[config.mk]
export PLATFORM = sky130hd
export DESIGN_NAME = lru_page_replacement_unit
export DESIGN_NICKNAME = d
export VERILOG_FILES = /design/src/hw/rtl/lrupr_pkg.sv /design/src/hw/rtl/lru_page_replacement_unit.sv /design/src/hw/rtl/lrupr_cell.sv
export SDC_FILE = /design/constraint.sdc
export NUM_CORES = 2
export LEC_CHECK = 0
export ABC_AREA = 1
export BUFFER_PORTS_ARGS = -buffer_cell sky130_fd_sc_hd__clkbuf_2
export CAP_MARGIN = 20
export CORE_ASPECT_RATIO = 1.75
export CORE_MARGIN = 2
export CORE_UTILIZATION = 30
export CTS_BUF_LIST = sky130_fd_sc_hd__clkbuf_8
export CTS_CLUSTER_SIZE = 10
export DETAILED_ROUTE_END_ITERATION = 12
export GPL_TIMING_DRIVEN = 0
export PLACE_DENSITY = 0.51
export SETUP_SLACK_MARGIN = 0.05
export SYNTH_ARGS = -nofsm -noshare
export SYNTH_HDL_FRONTEND = slang
export SYNTH_SLANG_ARGS = --single-unit
[constraint.sdc]
create_clock -name clk_i -period 3.8 [get_ports clk_i]
set_clock_uncertainty 0.15 [all_clocks]
set_input_delay 0.57 -clock clk_i [delete_from_list [all_inputs] [get_ports clk_i]]
set_output_delay 0.57 -clock clk_i [all_outputs]
set_load 0.05 [all_outputs]
[src/hw/rtl/lrupr_pkg.sv]
package lrupr_pkg;

  localparam int unsigned PageW        = 16;
  localparam int unsigned StampW       = 32;
  localparam int unsigned FaultW       = 16;
  localparam int unsigned CfgW         = 4;
  localparam int unsigned FrameOutW    = 3;
  localparam int unsigned IdxW         = 6;
  localparam int unsigned NumFramesDef = 8;

  localparam logic [CfgW-1:0]   CfgReset   = CfgW'(8);
  localparam logic [StampW-1:0] StampMax   = {StampW{1'b1}};
  localparam logic [StampW-1:0] StampReset = StampW'(1);
  localparam logic [FaultW-1:0] FaultMax   = {FaultW{1'b1}};

  // Search token that walks down the row of frame cells.
  typedef struct packed {
    logic              vld;
    logic [PageW-1:0]  page;
    logic              hit;
    logic [IdxW-1:0]   hit_idx;
    logic              empty;
    logic [IdxW-1:0]   empty_idx;
    logic              min_set;
    logic [StampW-1:0] min_stamp;
    logic [IdxW-1:0]   min_idx;
    logic [PageW-1:0]  min_tag;
  } probe_t;

  // Write-back broadcast to all cells at the end of a transaction.
  typedef struct packed {
    logic              we;
    logic              miss;
    logic [IdxW-1:0]   idx;
    logic [PageW-1:0]  tag;
    logic [StampW-1:0] stamp;
  } upd_t;

endpackage

[src/hw/rtl/lru_page_replacement_unit.sv]
// Channel   Handshake                  Payload
// input     in_valid_i / in_stall_o    page_i
// output    out_valid_o / out_stall_i  hit_o, frame_index_o, evicted_valid_o,
//                                      evicted_page_o, fault_count_o
// config    cfg_we_i                   cfg_wdata_i
//
// In a transaction the search token passes one frame cell per cycle; its result is
// then captured into a register and written back to the frame cells.
// Reset empties all frames, sets the stamp counter to one and the fault count to zero.
// The input is stalled from acceptance until write-back; write-back waits while a
// previous result is held by a stalled output.
module lru_page_replacement_unit #(
  parameter int unsigned NUM_FRAMES = lrupr_pkg::NumFramesDef
) (
  input  logic                            clk_i,
  input  logic                            rst_ni,
  input  logic                            in_valid_i,
  output logic                            in_stall_o,
  input  logic [lrupr_pkg::PageW-1:0]     page_i,
  output logic                            out_valid_o,
  input  logic                            out_stall_i,
  output logic                            hit_o,
  output logic [lrupr_pkg::FrameOutW-1:0] frame_index_o,
  output logic                            evicted_valid_o,
  output logic [lrupr_pkg::PageW-1:0]     evicted_page_o,
  output logic [lrupr_pkg::FaultW-1:0]    fault_count_o,
  input  logic                            cfg_we_i,
  input  logic [lrupr_pkg::CfgW-1:0]      cfg_wdata_i
);
  import lrupr_pkg::*;

  localparam logic [1:0] ST_IDLE   = 2'd0;
  localparam logic [1:0] ST_WALK   = 2'd1;
  localparam logic [1:0] ST_COMMIT = 2'd2;

  logic [1:0]           state_q, state_d;
  logic [CfgW-1:0]      cfg_q;
  logic [StampW-1:0]    stamp_q;
  logic [FaultW-1:0]    faults_q, faults_d;
  probe_t               res_q;
  probe_t               launch;
  probe_t               chain [NUM_FRAMES+1];
  logic [NUM_FRAMES-1:0] active;
  logic [NUM_FRAMES-1:0] probe_vld;
  upd_t                 upd;
  logic                 in_accept;
  logic                 out_free;
  logic                 commit;
  logic [IdxW-1:0]      slot;
  logic                 evict;

  logic                 out_valid_q;
  logic                 hit_q;
  logic [FrameOutW-1:0] frame_q;
  logic                 ev_valid_q;
  logic [PageW-1:0]     ev_page_q;

  assign in_stall_o = (state_q != ST_IDLE);
  assign in_accept  = in_valid_i && !in_stall_o;
  assign out_free   = !out_valid_q || !out_stall_i;
  assign commit     = (state_q == ST_COMMIT) && out_free;

  always_comb begin
    launch      = '0;
    launch.vld  = in_accept;
    launch.page = page_i;
  end

  assign chain[0] = launch;

  for (genvar gi = 0; gi < NUM_FRAMES; gi++) begin : g_cell
    assign active[gi]    = (gi == 0) || (32'(gi) < 32'(cfg_q));
    assign probe_vld[gi] = chain[gi+1].vld;
    lrupr_cell #(
      .INDEX(gi)
    ) u_cell (
      .clk_i,
      .rst_ni,
      .active_i(active[gi]),
      .probe_i (chain[gi]),
      .probe_o (chain[gi+1]),
      .upd_i   (upd)
    );
  end

  always_comb begin
    state_d = state_q;
    unique case (state_q)
      ST_IDLE: begin
        if (in_accept) begin
          state_d = ST_WALK;
        end
      end
      ST_WALK: begin
        if (chain[NUM_FRAMES].vld) begin
          state_d = ST_COMMIT;
        end
      end
      ST_COMMIT: begin
        if (out_free) begin
          state_d = ST_IDLE;
        end
      end
      default: begin
        state_d = ST_IDLE;
      end
    endcase
  end

  always_comb begin
    evict = !res_q.hit && !res_q.empty;
    priority if (res_q.hit) begin
      slot = res_q.hit_idx;
    end else if (res_q.empty) begin
      slot = res_q.empty_idx;
    end else begin
      slot = res_q.min_idx;
    end
    faults_d = faults_q;
    if (!res_q.hit && (faults_q != FaultMax)) begin
      faults_d = faults_q + FaultW'(1);
    end
    upd.we    = commit;
    upd.miss  = !res_q.hit;
    upd.idx   = slot;
    upd.tag   = res_q.page;
    upd.stamp = stamp_q;
  end

  always_ff @(posedge clk_i or negedge rst_ni) begin
    if (!rst_ni) begin
      state_q     <= ST_IDLE;
      cfg_q       <= CfgReset;
      stamp_q     <= StampReset;
      faults_q    <= '0;
      out_valid_q <= 1'b0;
    end else begin
      state_q <= state_d;
      if (cfg_we_i) begin
        cfg_q <= cfg_wdata_i;
      end
      if (commit) begin
        faults_q <= faults_d;
        if (stamp_q != StampMax) begin
          stamp_q <= stamp_q + StampW'(1);
        end
        out_valid_q <= 1'b1;
      end else if (!out_stall_i) begin
        out_valid_q <= 1'b0;
      end
    end
  end

  always_ff @(posedge clk_i) begin
    if ((state_q == ST_WALK) && chain[NUM_FRAMES].vld) begin
      res_q <= chain[NUM_FRAMES];
    end
    if (commit) begin
      hit_q      <= res_q.hit;
      frame_q    <= slot[FrameOutW-1:0];
      ev_valid_q <= evict;
      ev_page_q  <= evict ? res_q.min_tag : '0;
    end
  end

  assign out_valid_o     = out_valid_q;
  assign hit_o           = hit_q;
  assign frame_index_o   = frame_q;
  assign evicted_valid_o = ev_valid_q;
  assign evicted_page_o  = ev_page_q;
  assign fault_count_o   = faults_q;

`ifndef NO_ASSERTIONS
  a_one_token: assert property (@(posedge clk_i) disable iff (!rst_ni)
    $onehot0(probe_vld))
    else $error("More than one search token in the frame row.");

  a_no_overwrite: assert property (@(posedge clk_i) disable iff (!rst_ni)
    commit |-> !(out_valid_q && out_stall_i))
    else $error("Write-back overwrote a pending result.");

  a_fault_monotonic: assert property (@(posedge clk_i) disable iff (!rst_ni)
    commit |=> (faults_q >= $past(faults_q)))
    else $error("Fault count decreased.");

  a_stamp_nonzero: assert property (@(posedge clk_i) disable iff (!rst_ni)
    stamp_q != '0)
    else $error("Stamp counter reached zero.");
`endif

endmodule

[src/hw/rtl/lrupr_cell.sv]
module lrupr_cell #(
  parameter int unsigned INDEX = 0
) (
  input  logic              clk_i,
  input  logic              rst_ni,
  input  logic              active_i,
  input  lrupr_pkg::probe_t probe_i,
  output lrupr_pkg::probe_t probe_o,
  input  lrupr_pkg::upd_t   upd_i
);
  import lrupr_pkg::*;

  localparam logic [IdxW-1:0] MyIdx = IdxW'(INDEX);

  logic [PageW-1:0]  tag_q;
  logic              valid_q;
  logic [StampW-1:0] stamp_q;
  probe_t            probe_d;
  probe_t            probe_q;

  always_comb begin
    probe_d = probe_i;
    if (active_i) begin
      if (valid_q && (tag_q == probe_i.page) && !probe_i.hit) begin
        probe_d.hit     = 1'b1;
        probe_d.hit_idx = MyIdx;
      end
      if (!valid_q && !probe_i.empty) begin
        probe_d.empty     = 1'b1;
        probe_d.empty_idx = MyIdx;
      end
      if (!probe_i.min_set || (stamp_q < probe_i.min_stamp)) begin
        probe_d.min_set   = 1'b1;
        probe_d.min_stamp = stamp_q;
        probe_d.min_idx   = MyIdx;
        probe_d.min_tag   = tag_q;
      end
    end
  end

  always_ff @(posedge clk_i or negedge rst_ni) begin
    if (!rst_ni) begin
      probe_q <= '0;
    end else begin
      probe_q <= probe_d;
    end
  end

  always_ff @(posedge clk_i or negedge rst_ni) begin
    if (!rst_ni) begin
      tag_q   <= '0;
      valid_q <= 1'b0;
      stamp_q <= '0;
    end else if (upd_i.we && (upd_i.idx == MyIdx)) begin
      if (upd_i.miss) begin
        tag_q <= upd_i.tag;
      end
      valid_q <= 1'b1;
      stamp_q <= upd_i.stamp;
    end
  end

  assign probe_o = probe_q;

endmodule

# Word-level counts from Yosys, hierarchy flattened
# Cells that the tools add are included.
[op_classes]
add_sub_neg = 2
mul = 0
n_div = 0
order_cmp = 14
eq_ne = 23
n_shift = 0
muxes = 38
bitwise_logic = 1
reduce_logical = 90
[op_table]
columns = ["op", "count"]
rows = [
  ["$mux 69", 7],
  ["$mux 55", 7],
  ["$lt 32x32->1", 7],
  ["$eq 16x16->1", 8],
  ["$mux 7", 16],
  ["$logic_and 1x1->1", 35],
  ["$logic_not 1->1", 33],
  ["$add 32x1->32 const B", 1],
  ["$ne 32x32->1 const B", 1],
  ["$eq 6x3->1 const B", 4],
  ["$reduce_and 2->1", 10],
  ["$add 16x1->16 const B", 1],
  ["$lt 3x4->1 const A", 4],
  ["$ne 16x16->1 const B", 1],
  ["$eq 6x2->1 const B", 2],
  ["$mux 6", 2],
  ["$logic_or 1x1->1", 8],
  ["$lt 2x4->1 const A", 2],
  ["$eq 6x1->1 const B", 1],
  ["$logic_not 6->1", 1],
  ["$mux 2", 3],
  ["$pmux 2 s3", 1],
  ["$lt 1x4->1 const A", 1],
  ["$ne 2x1->1 const B", 2],
  ["8 further kinds", 10],
]
[totals]
reg_bits = 1169
latchBits = 0
ram_bits = 0
mem_bits_ro = 0
input_bits = 25
output_inout_bits = 39
wordCells = 285
memories = 0

# Logic depth before layout (Yosys ltp)
[depth]
depth_word = 5
mapped_depth = 18
ltp_nobuf = 16

# By module
# Synthesis repeated with hierarchy kept, for this count alone.
[unflattened]
hier_cells = 5174
hier_area_um2 = 52813.2
[modules_own_cells]
columns = ["module", "instances", "cells_each", "area_per_inst_um2", "seq_area_each_um2"]
rows = [
  ["lrupr_cell (g_cell[1].u_cell ...)", 3, 572, 5854.4, 3378.2],
  ["lrupr_cell (g_cell[5].u_cell ...)", 2, 571, 5893.2, 3378.2],
  ["lrupr_cell (g_cell[7].u_cell)", 1, 564, 5911.9, 3378.2],
  ["lrupr_cell (g_cell[3].u_cell)", 1, 571, 5903.2, 3378.2],
  ["lrupr_cell (g_cell[0].u_cell)", 1, 565, 5879.4, 3378.2],
  ["lru_page_replacement_unit", 1, 616, 5769.3, 3570.9],
]

# Worst setup path before layout
# OpenSTA, ideal clock, no wires.
[synth_timing]
path_kind = "register -> register"
from = "reg state_q[1]"
to = "reg res_q[0] (netlist name), enable pin"
setup_time_ns = 0.445
arrival_ns = 2.320
required_ns = 3.205
setup_slack_ns = 0.885
stages_incl_launch_ff = 4
path_buffers = 0
period_less_slack_ns = 2.915
cell_sequence = "dfrtp_1 inv_1 nand2_1 nor2_1"
[synth_via]
elab_chain_len = 2
[synth_rtl]
columns = ["item", "line_no", "source"]
rows = [
  ["start: declaration", "lru_page_replacement_unit.sv:36", "logic [1:0] state_q, state_d;"],
  ["start signal: assignment", "lru_page_replacement_unit.sv:138", "state_q <= state_d;"],
  ["$eq 2x1->1", "lru_page_replacement_unit.sv:155", "if ((state_q == ST_WALK) && chain[NUM_FRAMES].vld) begin"],
  ["$logic_and 1x1->1", "lru_page_replacement_unit.sv:155", ""],
  ["end signal: assignment", "lru_page_replacement_unit.sv:156", "res_q <= chain[NUM_FRAMES];"],
  ["end: declaration", "lru_page_replacement_unit.sv:40", "probe_t res_q;"],
]
# No other way between the ends.
# A chain may end at the register's enable or synchronous reset.

==> run_results.csv <==
group,metric,value,unit
run_status,outcome,"finished, final reports clean",
cells_and_area,regArea,27170,sq um
job,drv_cap,0,
place,gp_congestion,0.8865,
cells_and_area,drive_gt1_share,10.21,%
sta,timing.setup.tns,0,ps
routing,wirelength,123800,um
routing,drcViolationCount,0,
sta,setup_viol,0,
global_routing,grt_pass1_vias,33565,
power,swShare,40.66,%
synth,synth_area,45420,sq um
clock_tree,cts_resized,0,
worst_setup_path,crit_top_cell,"nand2_1",
global_routing,grt_max_degree,117,
cells_and_area,fillers,15522,
global_routing,grt_pass1_wl,192800,um
synth,synth_seq_cells,1073,
synth,async_flop_share,94.04,%
sta,max_freq,281.8,MHz
worst_setup_path,cp_max_fo,10,
global_routing,antenna_found_initial,4,
floorplan,fp.dieW,298.1,um
routing,avgRoutedWirePerCell,17.38,um
worst_setup_path,path_class,"reg2reg",
power,power_frac_clock,24.8,%
global_routing,gr-usage-all-layers,16.25,%
synth,seq_area_frac_synth,59.83,%
power,p_per_area,742.8,nW/um^2
synth,synth_fp_nets,4975,
routing,vias,31632,
global_routing,gr-usage-met1,15.72,%
power,p_leak,25.74,nW
sta,slew_headroom,38.21,%
floorplan,dieArea,154600,sq um
synth,synth_edf_count,64,
clock_tree,ctsLongestPathBuffers,3,
power,ir_worst_vdd,0.4050,mV
synth,syn_avg_cell_area,9.600,sq um
sta,rsz0062_at_grt,"false",
place,io_buffer_count,63,
clock_tree,cts_made_buffers,157,
floorplan,num_rows,188,
sta,slew_viol_final,0,
power,p_sw,15.75,mW
floorplan,coreArea,150100,sq um
place,dp.cells,6801,
synth,yosys_warnings,0,
worst_setup_path,reg2reg_from,"g_cell[4].u_cell.stamp_q[31]",
routing,viasPerCell,4.441,
worst_setup_path,crit_arrival,4170,ps
clock_tree,path_clk_slew,70,ps
sta,worst_slew_pin_slew,917.1,ps
cells_and_area,areaGrowthSynthToFinish,14.82,%
power,p_comb_share,35.0,%
worst_setup_path,cp_slowest_cell,"clkbuf_1",
cells_and_area,multi_input_area,15410,sq um
power,p_int,22.99,mW
routing,ant_nets,0,
worst_setup_path,crit_required,4420,ps
worst_setup_path,cp-end-kind,"register",
clock_tree,cts_tree,"built",
place,dp_hpwl,96810,um
synth,netlist_instances,4731,
global_routing,use_met2,31.34,%
cells_and_area,fin_cells,7122,
global_routing,grt.overflow.total,0,
cells_and_area,nets,5239,
floorplan,io_pins,64,
routing,drt_iter0_markers,1549,
synth,synth-main-ff-cell,"dfrtp_1",
worst_setup_path,crit_path_start_kind,"register",
floorplan,initial_core_util,30.26,%
global_routing,met3_usage,2.285,%
clock_tree,cts_max_level,4,
clock_tree,insertion_delay,850,ps
sta,period_needed,3548,ps
worst_setup_path,max_stage_delay,540,ps
sta,fin_crit_sh,93.37,%
sta,report.final.hold_viol_count,0,
synth,synth.distinct_cells,53,
global_routing,grt-busiest-layer,"met2",
clock_tree,clock-sinks,1073,
clock_tree,root_buffer,"clkbuf_8",
worst_setup_path,crit_start,"g_cell[4].u_cell.stamp_q[31]",
hold_path,hp-class,"in2async",
power,p_seq_share,40.2,%
floorplan,dieHeight,518.7,um
routing,dr.pass1.iters,5,
worst_setup_path,path_cells,"ha_1, nand2_1, nor2_1, nand4_1, a21oi_1, nor2_1, nand2_1, nand2_1, nand2_1, clkbuf_1, nand2_1, nand2_1",
==> worst paths after layout <==
path / end / slack (ps) / cells after the start
max reg2reg: g_cell[4].u_cell.probe_o[22] / 250 / 12
min reg2reg: g_cell[3].u_cell.probe_o[85] / 200 / 0
max: g_cell[4].u_cell.probe_o[22] / 250 / 12
min: g_cell[1].u_cell.tag_q[14] / 80 / 2
min in group clk_i: g_cell[3].u_cell.probe_o[85] / 200 / 0
max in group asynchronous: g_cell[4].u_cell.stamp_q[17] / 1100 / 6
==> layer usage <==
layer / vias to the layer above / part of all wire (%)
li1: 15744 / -
met1: 14959 / 35
met2: 609 / 55
met3: 318 / 2.8
met4: 2 / 7.5
met5: - / 0.013
==> power groups by stage <==
| stage | Sequential (mW) | Combinational, mW | Clock (mW) |
|---|---|---|---|
| finish | 15.6 | 13.6 | 9.60 |
| CTS | 15.6 | 14.0 | 9.95 |
| detailed placement | 15.8 | 13.9 | 0 |
| global route | 15.9 | 15.2 | 10.4 |
| global placement | 15.8 | 13.7 | 0 |
| floorplan | 15.5 | 8.38 | 0 |
==> registers in the layout, indices dropped and copies added, names as in the netlist <==
signal	count
g_cell.u_cell.valid_q	8
cfg_q	4
g_cell.u_cell.tag_q	128
stamp_q	32
g_cell.u_cell.probe_o	562
hit_o	1
frame_index_o	3
fault_count_o	16
evicted_page_o	16
res_q	43
g_cell.u_cell.stamp_q	256
evicted_valid_o	1
out_valid_o	1
state_q	2
==> critical path, delay by kind of cell (launching register included) <==
family / cells / cell delay (ps)
AND/OR/NAND/NOR: 9 / 1600
adder cells (fa/ha/maj): 1 / 300
AO/OA/AOI/OAI: 1 / 490
flip-flops: 1 / 400
buffers and inverters: 1 / 540
==> stage by stage <==
stage / power (mW) / utilization [%] / hold slack, ps / setup WS [ps] / area [sq um]
final: 38.74 / 34.75 / 83.67 / 251.8 / 52150
after global routing: 41.51 / 34.75 / 76.77 / 92.16 / 52140
after CTS: 39.47 / 34.74 / 24.54 / 207.4 / 52140
after detailed placement: 29.66 / 32.36 / 185.6 / 225.1 / 48570
after global placement: 29.45 / 32.14 / 187.7 / -22600 / 48230
after floorplan: 23.90 / - / 124.4 / 884.6 / 45420
==> cell usage after synthesis, types with 18 or more instances <==
master | n | area, sq um
clkbuf_1 | 52 | 195.2
o21ai_1 | 126 | 630.6
a21oi_1 | 113 | 565.5
xnor2_1 | 27 | 236.5
o21ai_0 | 300 | 1501
inv_2 | 18 | 67.56
or2_2 | 22 | 137.6
nand3_1 | 353 | 1767
ha_1 | 219 | 2740
o21ai_2 | 20 | 175.2
dfrtp_1 | 1007 | 25200
xor2_1 | 72 | 630.6
nor2_1 | 146 | 548.0
o22ai_1 | 18 | 112.6
nor3_1 | 53 | 265.3
nand2_1 | 1361 | 5109
buf_2 | 103 | 515.5
inv_1 | 493 | 1851
nand4_1 | 39 | 244.0
edfxtp_1 | 64 | 1922
==> timing repair <==
item,in CTS,in global routing
endpoints found under the hold margin,291,0
hold buffers,30,0
setup buffers,0,0
setup endpoints to repair,0,0
==> cells by family after synthesis <==
kind of cell / after synthesis / synth area share (%)
and+or+nand+nor: 2020 / 18.55
DFF: 1073 / 59.83
buffers and inverters: 695 / 6.257
AOI/OAI and AO/OA: 622 / 7.361
adders and majority gates: 219 / 6.033
xor gates and xnor gates: 99 / 1.909
muxes: 2 / 0.04959
other: 1 / 0.008257
==> cells in the final DEF (no fill, tap or decap), types with 52 or more instances in the layout <==
master	n
nand2_1	1361
buf_2	103
clkbuf_2	64
clkbuf_8	198
nor2_1	145
xor2_1	72
dfrtp_1	1007
o21ai_0	300
clkbuf_1	52
nand3_1	353
o21ai_1	126
ha_1	219
nor3_1	53
inv_1	546
edfxtp_1	64
a21oi_1	113
==> layout make-up <==
type	count	share of cell area [%]
sequential	1073	52.11
clock buffer	197	5.199
inverter	514	3.700
buffer	181	1.749
tap	1995	4.787
antenna	5	0.02399
multi-input combinational	2963	29.55
clock inverter	89	1.070
timing repair buffer	105	1.816
(Power assumes the default switching activity.)
